## src/sbus_rx_pkg.sv

```systemverilog
package sbus_rx_pkg;

    // Frame geometry
    localparam int FRAME_BYTES = 25;
    localparam int POS_W       = 5;
    localparam logic [POS_W-1:0] LAST_POS = POS_W'(FRAME_BYTES - 1);

    // Start and end markers
    localparam logic [7:0] BEGIN_BYTE   = 8'h0F;
    localparam logic [7:0] MARK_SLOT    = 8'h00;
    localparam logic [7:0] MARK_PAGE0   = 8'h04;
    localparam logic [7:0] MARK_SHORT   = 8'h08;
    localparam logic [7:0] MARK_PAGE1   = 8'h14;
    localparam logic [7:0] MARK_PAGE2   = 8'h24;
    localparam logic [7:0] MARK_PAGE3   = 8'h34;

    // Configuration register indexes
    localparam int CFG_IDX_W = 3;
    localparam logic [CFG_IDX_W-1:0] CFG_SYNC_INTERVAL       = 3'd0;
    localparam logic [CFG_IDX_W-1:0] CFG_SHORT_SYNC_INTERVAL = 3'd1;
    localparam logic [CFG_IDX_W-1:0] CFG_BYTE_GAP            = 3'd2;
    localparam logic [CFG_IDX_W-1:0] CFG_SBUS2_MODE          = 3'd3;
    localparam logic [CFG_IDX_W-1:0] CFG_HIGH_BEGIN          = 3'd4;

    // Configuration reset values
    localparam logic [15:0] SYNC_INTERVAL_RST       = 16'd3000;
    localparam logic [15:0] SHORT_SYNC_INTERVAL_RST = 16'd1650;
    localparam logic [15:0] BYTE_GAP_RST            = 16'd360;
    localparam logic [7:0]  HIGH_BEGIN_RST          = 8'd32;

    // Frame time mark codes
    typedef enum logic [1:0] {
        TMARK_NONE  = 2'd0,
        TMARK_SET   = 2'd1,
        TMARK_CLEAR = 2'd2
    } tmark_t;

    // One result item
    typedef struct packed {
        logic [7:0]       data_byte;
        logic [POS_W-1:0] byte_index;
        logic             byte_stored;
        logic             frame_end;
        logic             frame_valid;
        logic             frame_delivered;
        logic             high_frame;
        logic             twenty_six_channel;
        logic [3:0]       telemetry_page;
        logic             slot_reset;
        logic             short_interval;
        tmark_t           time_mark;
    } result_t;

    // End markers that carry telemetry meaning
    function automatic logic is_telemetry_marker(input logic [7:0] b);
        return (b == MARK_SLOT) || (b == MARK_PAGE0) || (b == MARK_PAGE1) ||
               (b == MARK_PAGE2) || (b == MARK_PAGE3);
    endfunction

endpackage

```

## src/sbus_frame_receiver_top.sv

```systemverilog
// Results are registered: a result enters the output register, or the skid register when the output is held.
// Throughput: one byte per cycle; the frame state updates in the cycle of
// the input transfer, and a two-entry output stage (result plus skid
// register) takes one more byte while a result waits on the output side;
// the input stalls only once both entries are full.
// Reset: rst_n is asynchronous, active low; it returns the decoder to the
// sync state, clears flags and page, and loads the default register values.
module sbus_frame_receiver_top (
    input  logic                       clk,
    input  logic                       rst_n,

    input  logic                       cfg_write,
    input  logic [sbus_rx_pkg::CFG_IDX_W-1:0] cfg_index,
    input  logic [15:0]                cfg_data,

    input  logic                       in_valid,
    output logic                       in_stall,
    input  logic [7:0]                 rx_byte,
    input  logic [15:0]                gap_us,
    input  logic                       frame_released,

    output logic                       out_valid,
    input  logic                       out_stall,
    output logic [7:0]                 data_byte,
    output logic [sbus_rx_pkg::POS_W-1:0] byte_index,
    output logic                       byte_stored,
    output logic                       frame_end,
    output logic                       frame_valid,
    output logic                       frame_delivered,
    output logic                       high_frame,
    output logic                       twenty_six_channel,
    output logic [3:0]                 telemetry_page,
    output logic                       slot_reset,
    output logic                       short_interval,
    output logic [1:0]                 time_mark
);
    import sbus_rx_pkg::*;

    typedef enum logic [1:0] {
        ST_SYNC,
        ST_PAYLOAD,
        ST_PAYLOAD_HIGH,
        ST_WAIT
    } state_t;

    // Configuration registers
    logic [15:0] sync_interval_reg;
    logic [15:0] short_sync_interval_reg;
    logic [15:0] byte_gap_reg;
    logic        sbus2_mode_reg;
    logic [7:0]  high_begin_reg;

    // Decoder state
    state_t           state_reg, state_next;
    logic [POS_W-1:0] pos_reg, pos_next;
    logic             pending_reg, pending_next;
    logic             seen26_reg, seen26_next;
    logic [3:0]       page_reg, page_next;
    logic             short_reg, short_next;

    // Output stage
    logic    out_valid_reg, skid_valid_reg;
    result_t out_res_reg, skid_res_reg;
    result_t res;

    logic        in_xfer;
    logic        out_free;
    state_t      st_pre;
    logic        pending_pre;
    logic [15:0] sync_gap;
    logic        marker_ok;

    assign in_stall = skid_valid_reg;
    assign in_xfer  = in_valid && !skid_valid_reg;
    assign out_free = !out_valid_reg || !out_stall;

    // Decode one byte
    always_comb
    begin
        sync_gap    = short_reg ? short_sync_interval_reg : sync_interval_reg;
        pending_pre = frame_released ? 1'b0 : pending_reg;
        marker_ok   = is_telemetry_marker(rx_byte);

        // Resync on a quiet gap, a pause inside a payload, or in SBUS2 mode a byte gap in any state
        st_pre = state_reg;
        if ((state_reg == ST_WAIT && gap_us >= sync_gap) ||
            (sbus2_mode_reg && gap_us >= byte_gap_reg))
        begin
            st_pre = ST_SYNC;
        end
        else if ((state_reg == ST_PAYLOAD || state_reg == ST_PAYLOAD_HIGH) &&
                 gap_us >= byte_gap_reg)
        begin
            st_pre = ST_SYNC;
        end

        state_next   = st_pre;
        pos_next     = pos_reg;
        pending_next = pending_pre;
        seen26_next  = seen26_reg;
        page_next    = page_reg;
        short_next   = short_reg;

        res                 = '0;
        res.data_byte       = rx_byte;
        res.time_mark       = TMARK_NONE;

        unique case (st_pre)
            ST_SYNC:
            begin
                if (rx_byte == BEGIN_BYTE || rx_byte == high_begin_reg)
                begin
                    res.byte_stored = 1'b1;
                    pos_next        = POS_W'(1);
                    state_next      = (rx_byte == BEGIN_BYTE) ? ST_PAYLOAD
                                                              : ST_PAYLOAD_HIGH;
                end
            end
            ST_PAYLOAD, ST_PAYLOAD_HIGH:
            begin
                res.byte_index  = pos_reg;
                res.byte_stored = 1'b1;
                if (pos_reg >= LAST_POS)
                begin
                    res.frame_end = 1'b1;
                    pos_next      = '0;
                    if (st_pre == ST_PAYLOAD)
                    begin
                        if (marker_ok || rx_byte == MARK_SHORT)
                        begin
                            res.frame_valid = 1'b1;
                            if (rx_byte[2])
                            begin
                                page_next     = rx_byte[7:4];
                                res.time_mark = TMARK_SET;
                            end
                            else if (rx_byte == MARK_SHORT)
                            begin
                                short_next = 1'b1;
                            end
                            else
                            begin
                                page_next      = '0;
                                res.slot_reset = 1'b1;
                                res.time_mark  = TMARK_CLEAR;
                            end
                        end
                        state_next = ST_WAIT;
                    end
                    else
                    begin
                        res.high_frame = 1'b1;
                        if (marker_ok)
                        begin
                            res.frame_valid = 1'b1;
                            res.time_mark   = TMARK_CLEAR;
                            state_next      = ST_SYNC;
                        end
                        else
                        begin
                            state_next = ST_WAIT;
                        end
                    end
                    // Hand on a valid frame only when none is pending
                    if (res.frame_valid && !pending_pre)
                    begin
                        res.frame_delivered = 1'b1;
                        pending_next        = 1'b1;
                        if (res.high_frame)
                        begin
                            seen26_next = 1'b1;
                        end
                    end
                end
                else
                begin
                    pos_next = pos_reg + POS_W'(1);
                end
            end
            ST_WAIT:
            begin
            end
            default:
            begin
            end
        endcase

        res.twenty_six_channel = seen26_next;
        res.telemetry_page     = page_next;
        res.short_interval     = short_next;
    end

    // Hold state, configuration and the output stage
    always_ff @(posedge clk or negedge rst_n)
    begin
        if (!rst_n)
        begin
            sync_interval_reg       <= SYNC_INTERVAL_RST;
            short_sync_interval_reg <= SHORT_SYNC_INTERVAL_RST;
            byte_gap_reg            <= BYTE_GAP_RST;
            sbus2_mode_reg          <= 1'b0;
            high_begin_reg          <= HIGH_BEGIN_RST;
            state_reg               <= ST_SYNC;
            pos_reg                 <= '0;
            pending_reg             <= 1'b0;
            seen26_reg              <= 1'b0;
            page_reg                <= '0;
            short_reg               <= 1'b0;
            out_valid_reg           <= 1'b0;
            skid_valid_reg          <= 1'b0;
            out_res_reg             <= '0;
            skid_res_reg            <= '0;
        end
        else
        begin
            // Register writes
            if (cfg_write)
            begin
                unique case (cfg_index)
                    CFG_SYNC_INTERVAL:       sync_interval_reg       <= cfg_data;
                    CFG_SHORT_SYNC_INTERVAL: short_sync_interval_reg <= cfg_data;
                    CFG_BYTE_GAP:            byte_gap_reg            <= cfg_data;
                    CFG_SBUS2_MODE:          sbus2_mode_reg          <= cfg_data[0];
                    CFG_HIGH_BEGIN:          high_begin_reg          <= cfg_data[7:0];
                    default:
                    begin
                    end
                endcase
            end

            // Advance the decoder on each input transfer
            if (in_xfer)
            begin
                state_reg   <= state_next;
                pos_reg     <= pos_next;
                pending_reg <= pending_next;
                seen26_reg  <= seen26_next;
                page_reg    <= page_next;
                short_reg   <= short_next;
            end

            // Result register with skid entry behind it
            if (out_free)
            begin
                if (skid_valid_reg)
                begin
                    out_res_reg    <= skid_res_reg;
                    out_valid_reg  <= 1'b1;
                    skid_valid_reg <= 1'b0;
                end
                else if (in_xfer)
                begin
                    out_res_reg   <= res;
                    out_valid_reg <= 1'b1;
                end
                else
                begin
                    out_valid_reg <= 1'b0;
                end
            end
            else if (in_xfer)
            begin
                skid_res_reg   <= res;
                skid_valid_reg <= 1'b1;
            end
        end
    end

    // Drive result ports
    assign out_valid          = out_valid_reg;
    assign data_byte          = out_res_reg.data_byte;
    assign byte_index         = out_res_reg.byte_index;
    assign byte_stored        = out_res_reg.byte_stored;
    assign frame_end          = out_res_reg.frame_end;
    assign frame_valid        = out_res_reg.frame_valid;
    assign frame_delivered    = out_res_reg.frame_delivered;
    assign high_frame         = out_res_reg.high_frame;
    assign twenty_six_channel = out_res_reg.twenty_six_channel;
    assign telemetry_page     = out_res_reg.telemetry_page;
    assign slot_reset         = out_res_reg.slot_reset;
    assign short_interval     = out_res_reg.short_interval;
    assign time_mark          = out_res_reg.time_mark;

endmodule

```

## config.mk

```make
export PLATFORM = sky130hd
export DESIGN_NAME = sbus_frame_receiver_top
export DESIGN_NICKNAME = d
export VERILOG_FILES = /design/src/sbus_rx_pkg.sv /design/src/sbus_frame_receiver_top.sv
export SDC_FILE = /design/constraint.sdc
export NUM_CORES = 1
export LEC_CHECK = 0
export BUFFER_PORTS_ARGS = -buffer_cell sky130_fd_sc_hd__buf_4
export CAP_MARGIN = 20
export CELL_PAD_IN_SITES_DETAIL_PLACEMENT = 0
export CELL_PAD_IN_SITES_GLOBAL_PLACEMENT = 2
export CORE_UTILIZATION = 37
export DETAILED_ROUTE_END_ITERATION = 7
export PLACE_DENSITY = 0.76
export SLEW_MARGIN = 10
export SYNTH_ARGS = -nofsm -noshare
export SYNTH_HDL_FRONTEND = slang
export SYNTH_SLANG_ARGS = --single-unit
```

## constraint.sdc

```tcl
create_clock -name clk -period 6.1 [get_ports clk]
set_clock_uncertainty 0.1 [all_clocks]
set_input_delay 1.22 -clock clk [delete_from_list [all_inputs] [get_ports clk]]
set_output_delay 1.22 -clock clk [all_outputs]
set_load 0.02 [all_outputs]
```

==> results of run 1 <==
-- routing by layer --
| layer | GRT usage | up-vias | routed length, um |
|---|---|---|---|
| li1 | - | 2321 | - |
| met1 | 0.234 | 2211 | 6760 |
| met2 | 0.298 | 93 | 7050 |
| met3 | 0.0467 | 14 | 631 |
| met4 | 0.0575 | 0 | 204 |
| met5 | 0 | - | 0 |
-- worst max-delay path: stages --
cell and delay [ns]:
buf_4 0.11, inv_1 0.08, ha_1 0.23, nand2b_1 0.13, a2111oi_0 0.46, nor4_1 0.13, a2111oi_2 0.61, nand2_1 0.17
ha_1 0.47, nand3b_1 0.38, nor4_2 0.42, nand2_1 0.33, nor2_1 0.19, a21oi_1 0.09, o31ai_1 0.25
-- power breakdown --
part           leakage (nW)  total [W]  switching, W  internal [W]
Sequential             1.58    0.00110     0.0000850       0.00101
Combinational          1.64   0.000687      0.000376      0.000311
Clock                 0.288   0.000990      0.000347      0.000642
Total                  3.50    0.00278      0.000808       0.00197
-- Yosys cell counts (all sizes together) (2+ instances only) --
master	count	area, um^2
mux2i	23	230
a311o	2	21.3
or4	2	15.0
o31ai	7	52.6
nand3	4	20.0
nor4	6	50.0
nand3b	3	22.5
buf	6	36.3
inv	23	86.3
o22ai	2	12.5
nand4	4	25.0
a22o	2	17.5
nand2b	8	50.1
o41ai	2	17.5
xor2	8	70.1
nor3	4	20.0
mux2	43	484
o21a	8	60.1
a21oi	40	200
and3	3	18.8
a21o	3	22.5
and2	2	12.5
dfrtp	109	2730
nor4bb	2	20.0
clkbuf	22	82.6
ha	37	463
nand2	105	394
dfstp	18	473
a31o	3	26.3
a2111oi	4	41.3
o21ai	69	345
nor2	28	105
-- how the worst min path moves through the flow --
stage                             end  depth (start not counted)
4_1_cts        seen26_reg$_DFFE_PN0P_                          1
2_1_floorplan  seen26_reg$_DFFE_PN0P_                          1
5_1_grt        seen26_reg$_DFFE_PN0P_                          1
3_3_place_gp   seen26_reg$_DFFE_PN0P_                          1
3_5_place_dp   seen26_reg$_DFFE_PN0P_                          1
6_report       seen26_reg$_DFFE_PN0P_                          1
-- cells by family after synthesis --
logic type      Yosys count  share of synthesized area
simple gates            178                      0.129
mux                      66                      0.113
flops                   127                      0.505
xor+xnor                  8                     0.0110
fa+ha+maj                37                     0.0730
compound gates          149                      0.138
buf+inv                  51                     0.0324
-- area by class of cell --
cell class              instances  area [um^2]  area share
inverters                      23         86.3      0.0111
clock buffers                  26          499      0.0642
flip-flops and latches        127         3200       0.412
repair buffers                 86          646      0.0831
multi-input cells             438         2980       0.384
clock inverters                 6         80.1      0.0103
well taps                     220          275      0.0354
-- stage by stage --
stage,worst slack [ns],total power (W),std cells,cell area (um^2)
2_1_floorplan,1.55,0.00158,616,6340
3_3_place_gp,0.873,0.00179,894,7190
3_5_place_dp,0.520,0.00181,894,7190
4_1_cts,0.956,0.00282,926,7770
5_1_grt,0.529,0.00296,926,7770
6_report,1.02,0.00278,926,7770
==> impl_metrics.toml, run 1 <==
[clock_network]
cts_resized = 0
cts_setup_buffers = 0
cts_tree = "done"
cts.reportedPaths.clkPinSlew_ns = 0.05
cts_max_level = 4
cts.sinks = 127
cts_buffers = 17
cts_root_buffer = "clkbuf_16"
ctsHoldBuffers = 0
cts_buffer_depth = 2
clock_latency_ns = 0.41

[floorplanning]
initial_core_util = 0.381
dieArea_um2 = 17700
fp-row-count = 47
die_w_um = 133
fp.dieH_um = 133
io_pins = 78
coreArea_um2 = 16600

[routing]
vias_per_cell = 5.01
wl_per_cell_um = 15.8
drt_iter0_drc = 174
drc = 0
drtPass1Iterations = 4
vias = 4639
ant_nets = 0
wl_mm = 14.6

[global_route]
overflow = 0
grtUsageTotal = 0.181
grt_max_degree = 54
grt_pass1_wl_mm = 24.8
antenna_found_initial = 0
grt_pass1_vias = 4836

[logic_synthesis]
ys_seq_elements = 127
synthArstFlopShare = 1.00
synth-edff-count = 0
ys_types = 53
synth_nets = 702
yosysWarnings = 0
synthFlopType = "dfrtp_1"
synth_cells = 616
avgSynthCellArea_um2 = 10.3
synth_seq_area_share = 0.505
syn_area_um2 = 6340

[critical_path]
worstSetupEndpointType = "flop"
r2r_cells = 14
cp_max_fo = 15
cp.required_ns = 6.31
endpoint = "telemetry_page[0]$_DFFE_PN0P_"
reg2reg_to = "telemetry_page[0]$_DFFE_PN0P_"
crit_type = "in2reg"
worstReg2RegStart = "short_reg$_DFFE_PN0P_"
arrival_ns = 5.29
r2r_slack_ns = 1.27
worstSetupStartpoint = "gap_us[0]"
cp-start-kind = "input pin"

[run]
cap_violations = 0

[placement]
dpl.hpwl_mm = 10.5
gp_congestion = 0.762
port_buffers = 77

[final_layout]
n_fill_cell = 1620
utilization = 0.467
layout_common_cells = "dfrtp_1 (109), nand2_1 (105), buf_4 (86)"
largest_register_ffs = 27
fin_nets = 779
layout_commonest_cell = "dfrtp_1"
syn2layout_area_growth_pct = 22.5
antennaDiodeCount = 0
drive_gt1_frac = 0.268

[worst_hold_path]
hold_class = "reg2reg"
min_from = "seen26_reg$_DFFE_PN0P_"

[timing]
setup_tns_ns = 0
rsz0062_at_grt = "no"
timing.final.crit_share = 0.834
slew_viol_final = 0
setup_violations = 0
hold_viol = 0
fmax_mhz = 197
hold_slack_ns = 0.353
worstMarginPinSlew_ns = 0.859
max-slew-margin-rel = 0.427
min_period_ns = 5.08

[power_and_ir_drop]
powerDensity_nw_per_um2 = 357
p_leak_nw = 3.50
peakVddDrop_mv = 0.208

[outcome]
outcome = "completed"
Note: power is estimated with default switching activity, not from simulation.
==> run 2, diff against run 1 <==
- CORE_UTILIZATION: 37 -> 34
- PLACE_DENSITY: 0.76 -> 0.73
- clock period: 6.1 -> 4.2 ns (I/O delays scaled with it)
==> run 2 against run 1 <==
Compared with the run above: the flow now finishes with violations (design-rule violations); final area up 4.5%; worst setup slack got worse by 0.77 ns; flip-flop and latch count did not move; critical path depth up 1; final cell count rose by 3.1%; routed wire length is 3.7% higher; critical endpoint is now pos_reg[2]$_DFFE_PN0P_; highest routed layer unchanged.
==> impl_metrics.toml, run 2 (synthesized netlist as in run 1, its figures left out) <==
[outcome]
outcome = "finished with violations"
violations = "design-rule violations"

[timing]
max-slew-margin-rel = 0.424
rsz0062_at_grt = "no"
hold_slack_ns = 0.356
fmax_mhz = 253
timing.final.crit_share = 0.940
setup_violations = 0
setup_tns_ns = 0
fin_ws_ns = 0.250
min_period_ns = 3.95
worstMarginPinSlew_ns = 0.864
slew_viol_final = 0
hold_viol = 0

[final_layout]
fin_nets = 799
largest_register_ffs = 27
regArea_um2 = 3200
layout_common_cells = "dfrtp_1 (108), nand2_1 (105), buf_4 (102)"
syn2layout_area_growth_pct = 28.1
multi_input_area_um2 = 3050
drive_gt1_frac = 0.307
antennaDiodeCount = 0
layout_commonest_cell = "dfrtp_1"
n_fill_cell = 1727

[clock_network]
cts_tree = "done"
cts_max_level = 4
cts.reportedPaths.clkPinSlew_ns = 0.05
cts_root_buffer = "clkbuf_16"
cts.sinks = 127
cts_buffers = 17
clock_latency_ns = 0.41
cts_buffer_depth = 2

[routing]
vias = 4725
vias_per_cell = 4.95
drc = 16
wl_per_cell_um = 15.9
wl_mm = 15.2
ant_nets = 0
drt_iter0_drc = 175
drtPass1Iterations = 7

[power_and_ir_drop]
peakVddDrop_mv = 0.293
p_leak_nw = 3.67
powerDensity_nw_per_um2 = 535

[critical_path]
worstSetupEndpointType = "flop"
worstPathCellList = "buf_8 -> mux2i_1 -> ha_1 -> a21oi_1 -> o21ai_0 -> a22oi_1 -> nand2_1 -> a2111oi_4 -> buf_4 -> and2_1 -> ha_1 -> buf_4 -> and2b_2 -> a311o_1 -> or4_1 -> nand3_1"
r2r_slack_ns = 0.25
cp_slowest_cell = "or4_1"
cp-start-kind = "flop"
critical-path-max-stage-delay_ns = 0.46
path_buf_inv = 3
arrival_ns = 4.20
path_delay_family = "compound AO/OA/AOI/OAI gates"
crit_type = "reg2reg"
cp.required_ns = 4.45
cp_max_fo = 8

[worst_hold_path]
hold_class = "reg2reg"

[placement]
post-place-ws_ns = -0.252
port_buffers = 77
dpl.hpwl_mm = 11.1
gp_congestion = 0.789

[floorplanning]
dieArea_um2 = 19200
fp.dieH_um = 139
io_pins = 78
coreArea_um2 = 18100
initial_core_util = 0.349
die_w_um = 139
fp-row-count = 49

[global_route]
grt_pass1_vias = 4940
grtUsageTotal = 0.170
overflow = 0
grt_pass1_wl_mm = 25.4
antenna_found_initial = 0
grt_max_degree = 72

[run]
cap_violations = 0
[run 2: worst paths after layout]
kind / from / endpoint / cells past startpoint
max in group asynchronous: rst_n / short_reg$_DFFE_PN0P_ / 2
setup / recovery: short_reg$_DFFE_PN0P_ / pos_reg[2]$_DFFE_PN0P_ / 16
setup reg to reg: short_reg$_DFFE_PN0P_ / pos_reg[2]$_DFFE_PN0P_ / 16
hold / removal: seen26_reg$_DFFE_PN0P_ / seen26_reg$_DFFE_PN0P_ / 1
min in group asynchronous: rst_n / data_byte[4]$_DFFE_PN0P_ / 1
hold reg to reg: seen26_reg$_DFFE_PN0P_ / seen26_reg$_DFFE_PN0P_ / 1
[run 2: final cells by class]
cell class | instances | share of cell area
inverter | 23 | 0.0106
tap | 229 | 0.0353
clock buffer | 22 | 0.0609
sequential | 127 | 0.394
multi-input combinational | 438 | 0.375
timing repair buffer | 106 | 0.102
clock inverter | 10 | 0.0222
[run 2: timing repair]
action | in CTS | in global routing
gates resized for setup | 0 | 21
hold buffers | 0 | 0
setup endpoints to repair | 0 | 31
hold endpoints to repair | 0 | 0
buffers inserted | 0 | 3
[run 2: power breakdown]
| part | total [W] | leakage, nW | switching [W] | internal (W) |
|---|---|---|---|---|
| combinational | 0.00108 | 1.76 | 0.000562 | 0.000517 |
| clock | 0.00166 | 0.328 | 0.000532 | 0.00113 |
| sequential | 0.00160 | 1.58 | 0.000130 | 0.00147 |
[run 2: through the flow]
stage          total power [W]  area [um^2]   util  cells
2_1_floorplan          0.00229         6340      -    616
3_3_place_gp           0.00265         7330  0.404    919
3_5_place_dp           0.00268         7330  0.404    919
4_1_cts                0.00437         8010  0.441    951
5_1_grt                0.00462         8120  0.448    955
6_report               0.00434         8120  0.448    955
[run 2: worst reg2reg max path, cell delays in order, from the launching register on]
cell	delay (ns)
dfrtp_2	0.43
buf_8	0.17
mux2i_1	0.23
ha_1	0.27
a21oi_1	0.15
o21ai_0	0.11
a22oi_1	0.19
nand2_1	0.11
a2111oi_4	0.33
buf_4	0.18
and2_1	0.15
ha_1	0.25
buf_4	0.14
and2b_2	0.19
a311o_1	0.33
or4_1	0.46
nand3_1	0.09
[run 2: routing by layer]
layer,routed length (um),GRT usage,vias up
met5,0,0,-
met4,262,0.0597,0
met3,539,0.0470,20
met2,7370,0.284,77
met1,7010,0.212,2260
li1,-,-,2368
